File: src/dfvo_pkg.sv
// Package for the diagonal frequency value order block.
// Holds sizes, register indexes, the job descriptor type and ordering codes.
// No dependencies.
`default_nettype none
package dfvo_pkg;

  // Largest grid order handled
  localparam int MAX_ORDER = 16;
  localparam int IDX_W     = $clog2(MAX_ORDER);
  // Field widths fixed by the interface
  localparam int VAL_W     = 5;
  localparam int CNT_W     = 3;
  localparam int NB_NUM    = 4;
  localparam int MASK_W    = 17;
  localparam int CFG_W     = 5;
  // Job queue depth between front and back
  localparam int Q_DEPTH   = 2;
  localparam int QPTR_W    = $clog2(Q_DEPTH);

  // Ordering codes
  localparam logic MODE_ASCENDING    = 1'b0;
  localparam logic MODE_BY_FREQUENCY = 1'b1;

  // Configuration register indexes
  localparam logic CFG_ORDERING_MODE = 1'b0;
  localparam logic CFG_ORDER_SIZE    = 1'b1;

  // One classified item: mode, allowed candidates (bit i = value i+1), counts
  typedef struct packed {
    logic                            mode;
    logic [MAX_ORDER-1:0]            allowed;
    logic [MAX_ORDER-1:0][CNT_W-1:0] cnt;
  } job_t;

endpackage
`default_nettype wire

File: src/dfvo_front.sv
// Front end: classifies an accepted item into a job descriptor.
// Builds the candidate set and per-value neighbor counts. Uses dfvo_pkg.
`default_nettype none
module dfvo_front (
  input  wire logic                      in_tvalid,
  output logic                           in_tready,
  input  wire logic [39:0]               in_tdata,
  input  wire logic [0:0]                in_tuser,
  input  wire logic                      ordering_mode,
  input  wire logic [dfvo_pkg::CFG_W-1:0] order_size,
  input  wire logic                      q_full,
  output logic                           push,
  output dfvo_pkg::job_t                 job
);

  logic [dfvo_pkg::VAL_W-1:0]  nb [dfvo_pkg::NB_NUM];
  logic [dfvo_pkg::MASK_W-1:0] mask;
  logic                        use_mask;
  logic [dfvo_pkg::CFG_W-1:0]  size_eff;

  // Unpack fields
  assign nb[0]    = in_tdata[4:0];
  assign nb[1]    = in_tdata[9:5];
  assign nb[2]    = in_tdata[14:10];
  assign nb[3]    = in_tdata[19:15];
  assign mask     = in_tdata[36:20];
  assign use_mask = in_tuser[0];

  // Sizes above the maximum saturate
  assign size_eff = (order_size > dfvo_pkg::CFG_W'(dfvo_pkg::MAX_ORDER)) ?
                    dfvo_pkg::CFG_W'(dfvo_pkg::MAX_ORDER) : order_size;

  // Candidate set and counts, one lane per value
  always_comb begin
    job.mode = ordering_mode;
    for (int i = 0; i < dfvo_pkg::MAX_ORDER; i++) begin
      job.allowed[i] = (dfvo_pkg::CFG_W'(i + 1) <= size_eff) &&
                       (!use_mask || mask[i + 1]);
      job.cnt[i] = '0;
      for (int k = 0; k < dfvo_pkg::NB_NUM; k++) begin
        if (nb[k] == dfvo_pkg::VAL_W'(i + 1)) begin
          job.cnt[i] = job.cnt[i] + dfvo_pkg::CNT_W'(1);
        end
      end
    end
  end

  // Items with no candidates produce nothing and are dropped here
  assign in_tready = !q_full;
  assign push      = in_tvalid && !q_full && (|job.allowed);

endmodule
`default_nettype wire

File: src/dfvo_queue.sv
// Short job queue between front end and back end.
// Register array with head and tail pointers. Uses dfvo_pkg.
`default_nettype none
module dfvo_queue (
  input  wire logic           clk,
  input  wire logic           rst_n,
  input  wire logic           push,
  input  dfvo_pkg::job_t      push_job,
  output logic                full,
  input  wire logic           pop,
  output logic                q_valid,
  output dfvo_pkg::job_t      head_job
);

  localparam int CNT_QW = $clog2(dfvo_pkg::Q_DEPTH + 1);

  dfvo_pkg::job_t                 mem_r [dfvo_pkg::Q_DEPTH];
  logic [dfvo_pkg::QPTR_W-1:0]    wr_ptr_r, wr_ptr_nxt;
  logic [dfvo_pkg::QPTR_W-1:0]    rd_ptr_r, rd_ptr_nxt;
  logic [CNT_QW-1:0]              fill_r, fill_nxt;
  logic                           do_pop;

  assign full     = (fill_r == CNT_QW'(dfvo_pkg::Q_DEPTH));
  assign q_valid  = (fill_r != '0);
  assign head_job = mem_r[rd_ptr_r];
  assign do_pop   = pop && q_valid;

  // Pointer and fill updates
  always_comb begin
    wr_ptr_nxt = wr_ptr_r;
    rd_ptr_nxt = rd_ptr_r;
    fill_nxt   = fill_r;
    if (push) begin
      wr_ptr_nxt = (wr_ptr_r == dfvo_pkg::QPTR_W'(dfvo_pkg::Q_DEPTH - 1)) ?
                   '0 : wr_ptr_r + dfvo_pkg::QPTR_W'(1);
    end
    if (do_pop) begin
      rd_ptr_nxt = (rd_ptr_r == dfvo_pkg::QPTR_W'(dfvo_pkg::Q_DEPTH - 1)) ?
                   '0 : rd_ptr_r + dfvo_pkg::QPTR_W'(1);
    end
    if (push && !do_pop) begin
      fill_nxt = fill_r + CNT_QW'(1);
    end else if (do_pop && !push) begin
      fill_nxt = fill_r - CNT_QW'(1);
    end
  end

  always_ff @(posedge clk) begin
    if (!rst_n) begin
      wr_ptr_r <= '0;
      rd_ptr_r <= '0;
      fill_r   <= '0;
    end else begin
      wr_ptr_r <= wr_ptr_nxt;
      rd_ptr_r <= rd_ptr_nxt;
      fill_r   <= fill_nxt;
    end
  end

  // Entry storage, no reset
  always_ff @(posedge clk) begin
    if (push) begin
      mem_r[wr_ptr_r] <= push_job;
    end
  end

endmodule
`default_nettype wire

File: src/dfvo_back.sv
// Back end: walks one job and emits its candidates one per cycle unless the
// output stalls. Picks the next value from the remaining set, output register
// on the result side. Uses dfvo_pkg.
`default_nettype none
module dfvo_back (
  input  wire logic           clk,
  input  wire logic           rst_n,
  input  wire logic           q_valid,
  input  dfvo_pkg::job_t      head_job,
  output logic                pop,
  output logic                out_tvalid,
  input  wire logic           out_tready,
  output logic [7:0]          out_tdata,
  output logic                out_tlast
);

  logic                                      busy_r, busy_nxt;
  logic                                      mode_r;
  logic [dfvo_pkg::MAX_ORDER-1:0]            rem_r, rem_nxt;
  logic [dfvo_pkg::MAX_ORDER-1:0][dfvo_pkg::CNT_W-1:0] cnt_r;
  logic                                      ov_r, ov_nxt;
  logic [dfvo_pkg::VAL_W-1:0]                val_r;
  logic [dfvo_pkg::CNT_W-1:0]                oc_r;
  logic                                      last_r;

  logic                                      adv, step;
  logic [dfvo_pkg::CNT_W-1:0]                cls;
  logic                                      found;
  logic [dfvo_pkg::MAX_ORDER-1:0]            vec_sel;
  logic [dfvo_pkg::IDX_W-1:0]                idx;
  logic [dfvo_pkg::MAX_ORDER-1:0]            rem_left;

  assign adv  = !ov_r || out_tready;
  assign step = busy_r && adv;
  assign pop  = !busy_r && q_valid;

  // Highest nonempty count class among remaining candidates
  always_comb begin
    cls   = '0;
    found = 1'b0;
    for (int c = dfvo_pkg::NB_NUM; c >= 0; c--) begin
      if (!found) begin
        for (int i = 0; i < dfvo_pkg::MAX_ORDER; i++) begin
          if (rem_r[i] && cnt_r[i] == dfvo_pkg::CNT_W'(c)) begin
            found = 1'b1;
          end
        end
        if (found) begin
          cls = dfvo_pkg::CNT_W'(c);
        end
      end
    end
  end

  // Priority pick: lowest value in sequential mode, highest in its class else
  always_comb begin
    idx = '0;
    for (int i = 0; i < dfvo_pkg::MAX_ORDER; i++) begin
      vec_sel[i] = rem_r[i] && (cnt_r[i] == cls);
    end
    if (mode_r == dfvo_pkg::MODE_BY_FREQUENCY) begin
      for (int i = 0; i < dfvo_pkg::MAX_ORDER; i++) begin
        if (vec_sel[i]) idx = dfvo_pkg::IDX_W'(i);
      end
    end else begin
      for (int i = dfvo_pkg::MAX_ORDER - 1; i >= 0; i--) begin
        if (rem_r[i]) idx = dfvo_pkg::IDX_W'(i);
      end
    end
    rem_left      = rem_r;
    rem_left[idx] = 1'b0;
  end

  // Control next state
  always_comb begin
    busy_nxt = busy_r;
    rem_nxt  = rem_r;
    ov_nxt   = ov_r;
    if (pop) begin
      busy_nxt = 1'b1;
      rem_nxt  = head_job.allowed;
    end else if (step) begin
      rem_nxt  = rem_left;
      busy_nxt = (rem_left != '0);
    end
    if (step) begin
      ov_nxt = 1'b1;
    end else if (out_tready) begin
      ov_nxt = 1'b0;
    end
  end

  always_ff @(posedge clk) begin
    if (!rst_n) begin
      busy_r <= 1'b0;
      rem_r  <= '0;
      ov_r   <= 1'b0;
    end else begin
      busy_r <= busy_nxt;
      rem_r  <= rem_nxt;
      ov_r   <= ov_nxt;
    end
  end

  // Job payload and result registers
  always_ff @(posedge clk) begin
    if (pop) begin
      mode_r <= head_job.mode;
      cnt_r  <= head_job.cnt;
    end
    if (step) begin
      val_r  <= dfvo_pkg::VAL_W'(idx) + dfvo_pkg::VAL_W'(1);
      oc_r   <= (mode_r == dfvo_pkg::MODE_BY_FREQUENCY) ? cls : '0;
      last_r <= (rem_left == '0);
    end
  end

  assign out_tvalid = ov_r;
  assign out_tdata  = {oc_r, val_r};
  assign out_tlast  = last_r;

endmodule
`default_nettype wire

File: src/diagonal_frequency_value_order.sv
// Diagonal frequency value order, top level. An item's first result passes the job
// queue, the back-end load and the output register. Throughput: one result per
// cycle unless the output stalls; the back end loads an item, then picks its n
// candidates in turn; a two-entry job queue lets the front accept meanwhile.
// Reset: synchronous active-low rst_n clears queue, control and config.
// Depends on dfvo_pkg, dfvo_front, dfvo_queue, dfvo_back.
`default_nettype none
module diagonal_frequency_value_order (
  input  wire logic                        clk,
  input  wire logic                        rst_n,
  input  wire logic                        in_tvalid,
  output logic                             in_tready,
  // in_tdata: neighbour_down_right[4:0], neighbour_down_left[9:5],
  //           neighbour_up_right[14:10], neighbour_up_left[19:15],
  //           candidate_mask[36:20], zero pad[39:37]
  input  wire logic [39:0]                 in_tdata,
  // in_tuser: use_mask[0]
  input  wire logic [0:0]                  in_tuser,
  output logic                             out_tvalid,
  input  wire logic                        out_tready,
  // out_tdata: value[4:0], neighbour_count[7:5]
  output logic [7:0]                       out_tdata,
  output logic                             out_tlast,
  input  wire logic                        cfg_we,
  input  wire logic                        cfg_index,
  input  wire logic [dfvo_pkg::CFG_W-1:0]  cfg_wdata
);

  logic                        mode_r;
  logic [dfvo_pkg::CFG_W-1:0]  size_r;
  logic                        push, q_full, q_valid, pop;
  dfvo_pkg::job_t              push_job, head_job;

  // Configuration registers
  always_ff @(posedge clk) begin
    if (!rst_n) begin
      mode_r <= dfvo_pkg::MODE_ASCENDING;
      size_r <= dfvo_pkg::CFG_W'(16);
    end else if (cfg_we) begin
      unique case (cfg_index)
        dfvo_pkg::CFG_ORDERING_MODE: mode_r <= cfg_wdata[0];
        dfvo_pkg::CFG_ORDER_SIZE:    size_r <= cfg_wdata;
        default: ;
      endcase
    end
  end

  dfvo_front u_front (
    .in_tvalid     (in_tvalid),
    .in_tready     (in_tready),
    .in_tdata      (in_tdata),
    .in_tuser      (in_tuser),
    .ordering_mode (mode_r),
    .order_size    (size_r),
    .q_full        (q_full),
    .push          (push),
    .job           (push_job)
  );

  dfvo_queue u_queue (
    .clk      (clk),
    .rst_n    (rst_n),
    .push     (push),
    .push_job (push_job),
    .full     (q_full),
    .pop      (pop),
    .q_valid  (q_valid),
    .head_job (head_job)
  );

  dfvo_back u_back (
    .clk        (clk),
    .rst_n      (rst_n),
    .q_valid    (q_valid),
    .head_job   (head_job),
    .pop        (pop),
    .out_tvalid (out_tvalid),
    .out_tready (out_tready),
    .out_tdata  (out_tdata),
    .out_tlast  (out_tlast)
  );

endmodule
`default_nettype wire

File: config.mk
export PLATFORM = sky130hd
export DESIGN_NAME = diagonal_frequency_value_order
export DESIGN_NICKNAME = d
export VERILOG_FILES = /design/src/dfvo_pkg.sv /design/src/dfvo_front.sv /design/src/dfvo_queue.sv /design/src/dfvo_back.sv /design/src/diagonal_frequency_value_order.sv
export SDC_FILE = /design/constraint.sdc
export NUM_CORES = 1
export LEC_CHECK = 0
export ABC_AREA = 1
export BUFFER_PORTS_ARGS = -buffer_cell sky130_fd_sc_hd__clkbuf_2
export CAP_MARGIN = 10
export CORE_ASPECT_RATIO = 0.5
export CORE_MARGIN = 8
export CORE_UTILIZATION = 41
export DETAILED_ROUTE_END_ITERATION = 16
export HOLD_SLACK_MARGIN = 0.02
export PLACE_DENSITY_LB_ADDON = 0.3
export SETUP_SLACK_MARGIN = 0.4
export SLEW_MARGIN = 20
export SYNTH_ARGS = -nofsm -noshare
export SYNTH_HDL_FRONTEND = slang
export SYNTH_SLANG_ARGS = --single-unit
File: constraint.sdc
create_clock -name clk -period 6.71 [get_ports clk]
set_clock_uncertainty 0.05 [all_clocks]
set_input_delay 0.3355 -clock clk [delete_from_list [all_inputs] [get_ports clk]]
set_output_delay 0.3355 -clock clk [all_outputs]
set_load 0.05 [all_outputs]
### Yosys cells after proc, flatten, opt, wreduce, memory -nomap -nowiden

Memories as Yosys holds them, arrays and structs flattened. A register that Yosys moved wholly into a read port is not among the register bits.
Index checks and enable logic that the tools add are counted.

| storage, ports and cells | value |
|---|---|
| register bits | 86 |
| memory bits (writable) | 130 |
| memories kept | 1 |

Memories:

| name | words | width | read ports | clocked after memory_dff | wr ports | RTL line | text |
|---|---|---|---|---|---|---|---|
| u_queue.mem_r | 2 | 65 | 1 | 1 | 1 | dfvo_queue.sv:17 | `dfvo_pkg::job_t mem_r [dfvo_pkg::Q_DEPTH];` |

| cells by class | value |
|---|---|
| add/sub/neg operators | 53 |
| $lt $le $gt $ge | 19 |
| eq/ne operators | 144 |
| multiplexer cells | 209 |
| bitwise logic cells | 3 |
| reductions and logical operators | 167 |

Operators with widths:

| cell | number |
|---|---|
| 2-to-1 mux 3 bit | 61 |
| == test 5 x 4 -> 1 bit, second input constant | 32 |
| logical AND 1 bit | 119 |
| 2-to-1 mux 1 bit | 115 |
| 2-to-1 mux 4 bit | 25 |
| adder 3 x 1 -> 3 bit, second input constant | 32 |
| == test 3 x 2 -> 1 bit, second input constant | 32 |
| == test 5 x 3 -> 1 bit, second input constant | 16 |
| == test 3 x 1 -> 1 bit, second input constant | 16 |
| == test 3 bit, second input constant | 16 |
| logical NOT 3 bit | 16 |
| == test 3 bit | 15 |
| == test 5 x 2 -> 1 bit, second input constant | 8 |
| <= comparator 4 x 5 -> 1 bit, first input constant | 8 |
| adder 1 x 1 -> 2 bit, second input constant | 16 |
| 2-to-1 mux 16 bit | 2 |
| == test 5 x 1 -> 1 bit, second input constant | 4 |
| == test 5 bit, second input constant | 4 |
| <= comparator 3 x 5 -> 1 bit, first input constant | 4 |
| logical OR 1 bit | 17 |
| bitwise AND 16 bit | 1 |
| logical NOT 16 bit | 1 |
| NOT 16 bit | 1 |
| nonzero test 16 bit | 1 |
| other kinds (19) | 33 |

### Depth between registers and ports, before layout

| logic depth | value |
|---|---|
| depth after elaboration | 54 |
| depth in mapped cells | 40 |
| depth with buffers taken out | 38 |

### By module

Synthesis repeated with hierarchy kept, for this count alone.

| unflattened totals | value |
|---|---|
| cells, all modules | 1,432 |
| area total of the unflattened synthesis | 12,976.2 sq um |

By module, submodules not included:

| module | instances | cells an instance | area each (sq um) | seq. area each (sq um) |
|---|---|---|---|---|
| dfvo_queue | 1 | 238 | 5,131.2 | 4,003.8 |
| dfvo_back | 1 | 662 | 4,858.4 | 2,102.0 |
| dfvo_front | 1 | 503 | 2,767.7 | 0.0 |
| diagonal_frequency_value_order | 1 | 29 | 219.0 | 120.1 |

### Least setup slack after synthesis

Ideal clock, no wire load.

| path | value |
|---|---|
| path kind | reg-to-reg |
| start point | reg size_r[4] (netlist name) |
| end point | mem u_queue.mem_r[1][0] (netlist name) (enable) |
| arrival | 4,047 ps |
| data required time | 6,170 ps |
| path slack | 2,123 ps |
| cell stages (with the launch flop) | 10 |
| cell sequence | dfxtp_1 clkbuf_1 nor3_1 inv_1 o21ai_0 o211a_1 nor4_1 nand4_1 nand3_1 nor2_1 |

RTL lines:

| element | RTL line | text |
|---|---|---|
| start, declared | diagonal_frequency_value_order.sv:30 | `logic [dfvo_pkg::CFG_W-1:0] size_r;` |
| start signal, assigned | diagonal_frequency_value_order.sv:38 | `size_r <= dfvo_pkg::CFG_W'(16);` |
| start signal, assigned | diagonal_frequency_value_order.sv:42 | `dfvo_pkg::CFG_ORDER_SIZE: size_r <= cfg_wdata;` |
| end, declared | dfvo_queue.sv:17 |  |

### Final worst setup path

| path | value |
|---|---|
| start point | reg u_back.cnt_r[3] (netlist name) |
| end point | reg u_back.busy_r |

| between the ends | value |
|---|---|
| word-level cells in the longest chain between the ends | 53 |
| elaborated cells on any way between the ends | 157 |
| those cells by class | order compare (2); eq/ne (19); mux (111); bitwise (2); reduce/logical (23) |

Ends and longest elaborated chain:

| element | RTL line | text |
|---|---|---|
| start, declared | dfvo_back.sv:20 | `logic [dfvo_pkg::MAX_ORDER-1:0][dfvo_pkg::CNT_W-1:0] cnt_r;` |
| start signal, assigned | dfvo_back.sv:109 | `cnt_r <= head_job.cnt;` |
| == test 3 x 2 -> 1 bit or == test 3 bit (tied branches) | dfvo_back.sv:44 | `if (rem_r[i] && cnt_r[i] == dfvo_pkg::CNT_W'(c)) begin` |
| logical AND 1 bit | dfvo_back.sv:44 |  |
| 2-to-1 mux 1 bit (15 in series) | dfvo_back.sv:44 |  |
| 2-to-1 mux 1 bit or 2-to-1 mux 3 bit (tied branches) | dfvo_back.sv:42, dfvo_back.sv:48 |  |
| 2-to-1 mux 3 bit | dfvo_back.sv:48 | `if (found) begin` |
| 2-to-1 mux 3 bit | dfvo_back.sv:42 | `if (!found) begin` |
| 2-to-1 mux 3 bit | dfvo_back.sv:48 |  |
| 2-to-1 mux 3 bit | dfvo_back.sv:42 |  |
| (+23 left out) | -- |  |
| logical AND 1 bit (implied by the code) | dfvo_back.sv:71 | `rem_left[idx] = 1'b0;` |
| 2-to-1 mux 1 bit (implied by the code) | dfvo_back.sv:71 |  |
| demux 1 bit (select 4 bit) (*) | -- |  |
| NOT 16 bit (no line) (*) | -- |  |
| bitwise AND 16 bit (no line) (*) | -- |  |
| nonzero test 16 bit (*) | dfvo_back.sv:84 | `busy_nxt = (rem_left != '0);` |
| 2-to-1 mux 1 bit (*) | dfvo_back.sv:82 | `end else if (step) begin` |
| 2-to-1 mux 1 bit (*) | dfvo_back.sv:79 | `if (pop) begin` |
| end signal, assigned | dfvo_back.sv:99 | `busy_r <= busy_nxt;` |
| end, declared | dfvo_back.sv:17 | `logic busy_r, busy_nxt;` |

Every way passes the cells marked *; elsewhere a longest branch is shown, timed or not. The select of a mux whose other input is x is not followed.
A chain may end at the register's enable or synchronous reset.

==> results_dict.tcl <==
set metrics [dict create \
    run_status "completed" \
    worst_hold_path_type "primary input to flip-flop" \
    overflow 0 \
    grt_max_degree 75 \
    hpwl_um 21470 \
    antenna_found_initial 3 \
    cp-end-kind "flip-flop" \
    dieWidth_um 264.9 \
    final_cell_area_mm2 0.01407 \
    holdWs_ns 0.04655 \
    routedWlPerCell_um 15.18 \
    post-cts-setup-buffer-count 0 \
    initial_utilization 0.4177 \
    postSynthAreaPerCell_um2 8.886 \
    die_h_um 140.4 \
    slew_viol_final 0 \
    grt_use_total 0.1527 \
    ys_ff_latch 217 \
    wirelength_um 28780 \
    power.leakage_nw 5.969 \
    power_density_mw_per_mm2 459.4 \
    clock_latency_ns 0.52 \
    core_area_mm2 0.03040 \
    final_common_cell "nand2_1" \
    cap_violations 0 \
    io_buffers 58 \
    syn-instance-count 1429 \
    cts_tree "done" \
    layout_common_cells "nand2_1 (292), nor2_1 (208), edfxtp_1 (188)" \
    drive_gt1_frac 0.1497 \
    htree_levels 1 \
    multi_input_area_mm2 0.005507 \
    gp_congestion 0.9181 \
    cp_data_required_time_ns 7.05 \
    critPathMaxFanout 32 \
    place_area_mm2 0.01332 \
    drt_iter0_markers 705 \
    vias_per_cell 4.898 \
    antenna_left 0 \
    cts_buffers 22 \
    yosysWarnings 0 \
    cp.arrival_ns 5.01 \
    rsz0062_at_grt "false" \
    slowest_stage "edfxtp_1" \
    max_stage_delay_ns 0.47 \
    critPathLaunchType "flip-flop" \
    dieArea_mm2 0.03720 \
    path_class "flip-flop to flip-flop" \
    seqCellArea_mm2 0.006227 \
    path_clk_slew_ns 0.07 \
    ir_drop_uv 369.2 \
    io_pins 63 \
    fillCellCount 2902 \
    yosysUniqueCellTypes 43 \
    fp-row-count 45 \
    postLayoutSetupSlackWorst_ns 2.032 \
    cts_root_buf "clkbuf_16" \
    grt_pass1_wl_um 46310 \
    syn-cell-area_mm2 0.01270 \
    drc 0 \
    clockBufferDepth 3 \
    min_period_ns 4.678 \
    worstMarginPinSlew_ns 1.001 \
    hold_viol_final 0 \
    crit_top_cell "nand2_1" \
    clock_sinks 217 \
    drtPass1Iterations 5 \
    final_nets 1585 \
    finalSetupTns_ns 0 \
    max_freq_mhz 213.8 \
    fin_crit_sh 0.6972 \
    ys_seq_area_frac 0.4903 \
    total_power_w 0.006466 \
    grt_pass1_vias 8597 \
    area.growth.synth_to_final_pct 10.84 \
    vias 9286 \
    syn-num-nets 1534 \
    pre_cts_ws_ns 1.995 \
    setup_violations 0 \
    maxSlewHeadroom 0.3300 \
]
-- worst paths after layout --
check	start	to	slack, ns	depth (start not counted)
max	u_back.cnt_r[3]	u_back.busy_r	2.03	34
min	out_tready	u_back.out_tvalid	0.05	4
max reg2reg	u_back.cnt_r[3]	u_back.busy_r	2.03	34
min reg2reg	u_queue.rd_ptr_r	flip-flop	0.39	1
-- flip-flops by register name, indices dropped and copies added (netlist names), 2 cells and up, named ones only --
name,flops
u_queue.mem_r,130
u_back.cnt_r,48
u_queue.fill_r,2
u_back.val_r,5
size_r,5
u_back.rem_r,16
u_back.oc_r,3
-- per-layer routing --
layer,global-route usage,vias up,wire length (um)
met1,0.2234,4252,14770
met2,0.2340,165,12270
li1,-,4818,-
met3,0.02603,45,1194
met5,0,-,35
met4,0.03344,6,511
-- timing repair --
item	4_1_cts	5_1_grt
hold buffers	1	0
endpoints found under the hold margin	1	0
resized for setup	0	0
-- critical path: cells and delay by family (launching register included) --
family          cells  cell delay, ns
buf+inv             2            0.41
compound gates      1            0.08
flops               1            0.47
fa+ha+maj           1            0.27
simple gates       30            3.25
-- report_power, final --
group	internal [W]	total [W]	leakage, nW	switching [W]
registers	0.00198	0.00237	2.03	0.000385
logic	0.000932	0.00288	3.59	0.00195
clock network	0.000701	0.00122	0.351	0.000520
-- area by class of cell --
class / count / share of cell area
flip-flops and latches: 217 / 0.4424
multi-input cells: 974 / 0.3912
inverters: 199 / 0.05307
clock buffers: 25 / 0.04063
well taps: 399 / 0.03547
repair buffers: 66 / 0.02507
clock inverters: 15 / 0.01191
diodes: 1 / 0.0001778
-- synth_stat cells, drive strengths merged --
library cell / count / share of area
a21o: 1 / 0.00059
edfxtp: 188 / 0.44
mux2i: 1 / 0.00079
nand4: 20 / 0.0099
o211a: 2 / 0.0016
o21ai: 38 / 0.015
ha: 53 / 0.052
nand3: 101 / 0.040
a21boi: 3 / 0.0021
buf: 22 / 0.014
dfxtp: 29 / 0.046
o211ai: 16 / 0.0095
o31ai: 1 / 0.00059
inv: 198 / 0.059
or2: 13 / 0.0064
clkbuf: 17 / 0.0050
xor2: 39 / 0.027
a311oi: 1 / 0.00069
o22ai: 3 / 0.0015
xnor2: 9 / 0.0062
nor2: 221 / 0.071
nand3b: 1 / 0.00059
a31oi: 17 / 0.0084
nor4: 5 / 0.0025
nand2: 310 / 0.097
a21oi: 44 / 0.018
mux2: 64 / 0.057
o21bai: 2 / 0.0012
nor3: 9 / 0.0035
clkinv: 1 / 0.00030
-- kinds of logic after synthesis --
family,count (synthesis),share of synthesized area
and+or+nand+nor,680,0.2304
buffers and inverters,238,0.07754
DFF,217,0.4903
AOI/OAI and AO/OA,128,0.05892
muxes,65,0.05754
adders and majority gates,53,0.05222
xor gates and xnor gates,48,0.03311
-- per-stage QoR --
stage / util / cells
after floorplan: - / 1429
after CTS: 0.4628 / 1895
after global routing: 0.4628 / 1895
final: 0.4629 / 1896
after detailed placement: 0.4382 / 1854
after global placement: 0.4382 / 1854
Note: power is estimated with default switching activity, not from simulation.
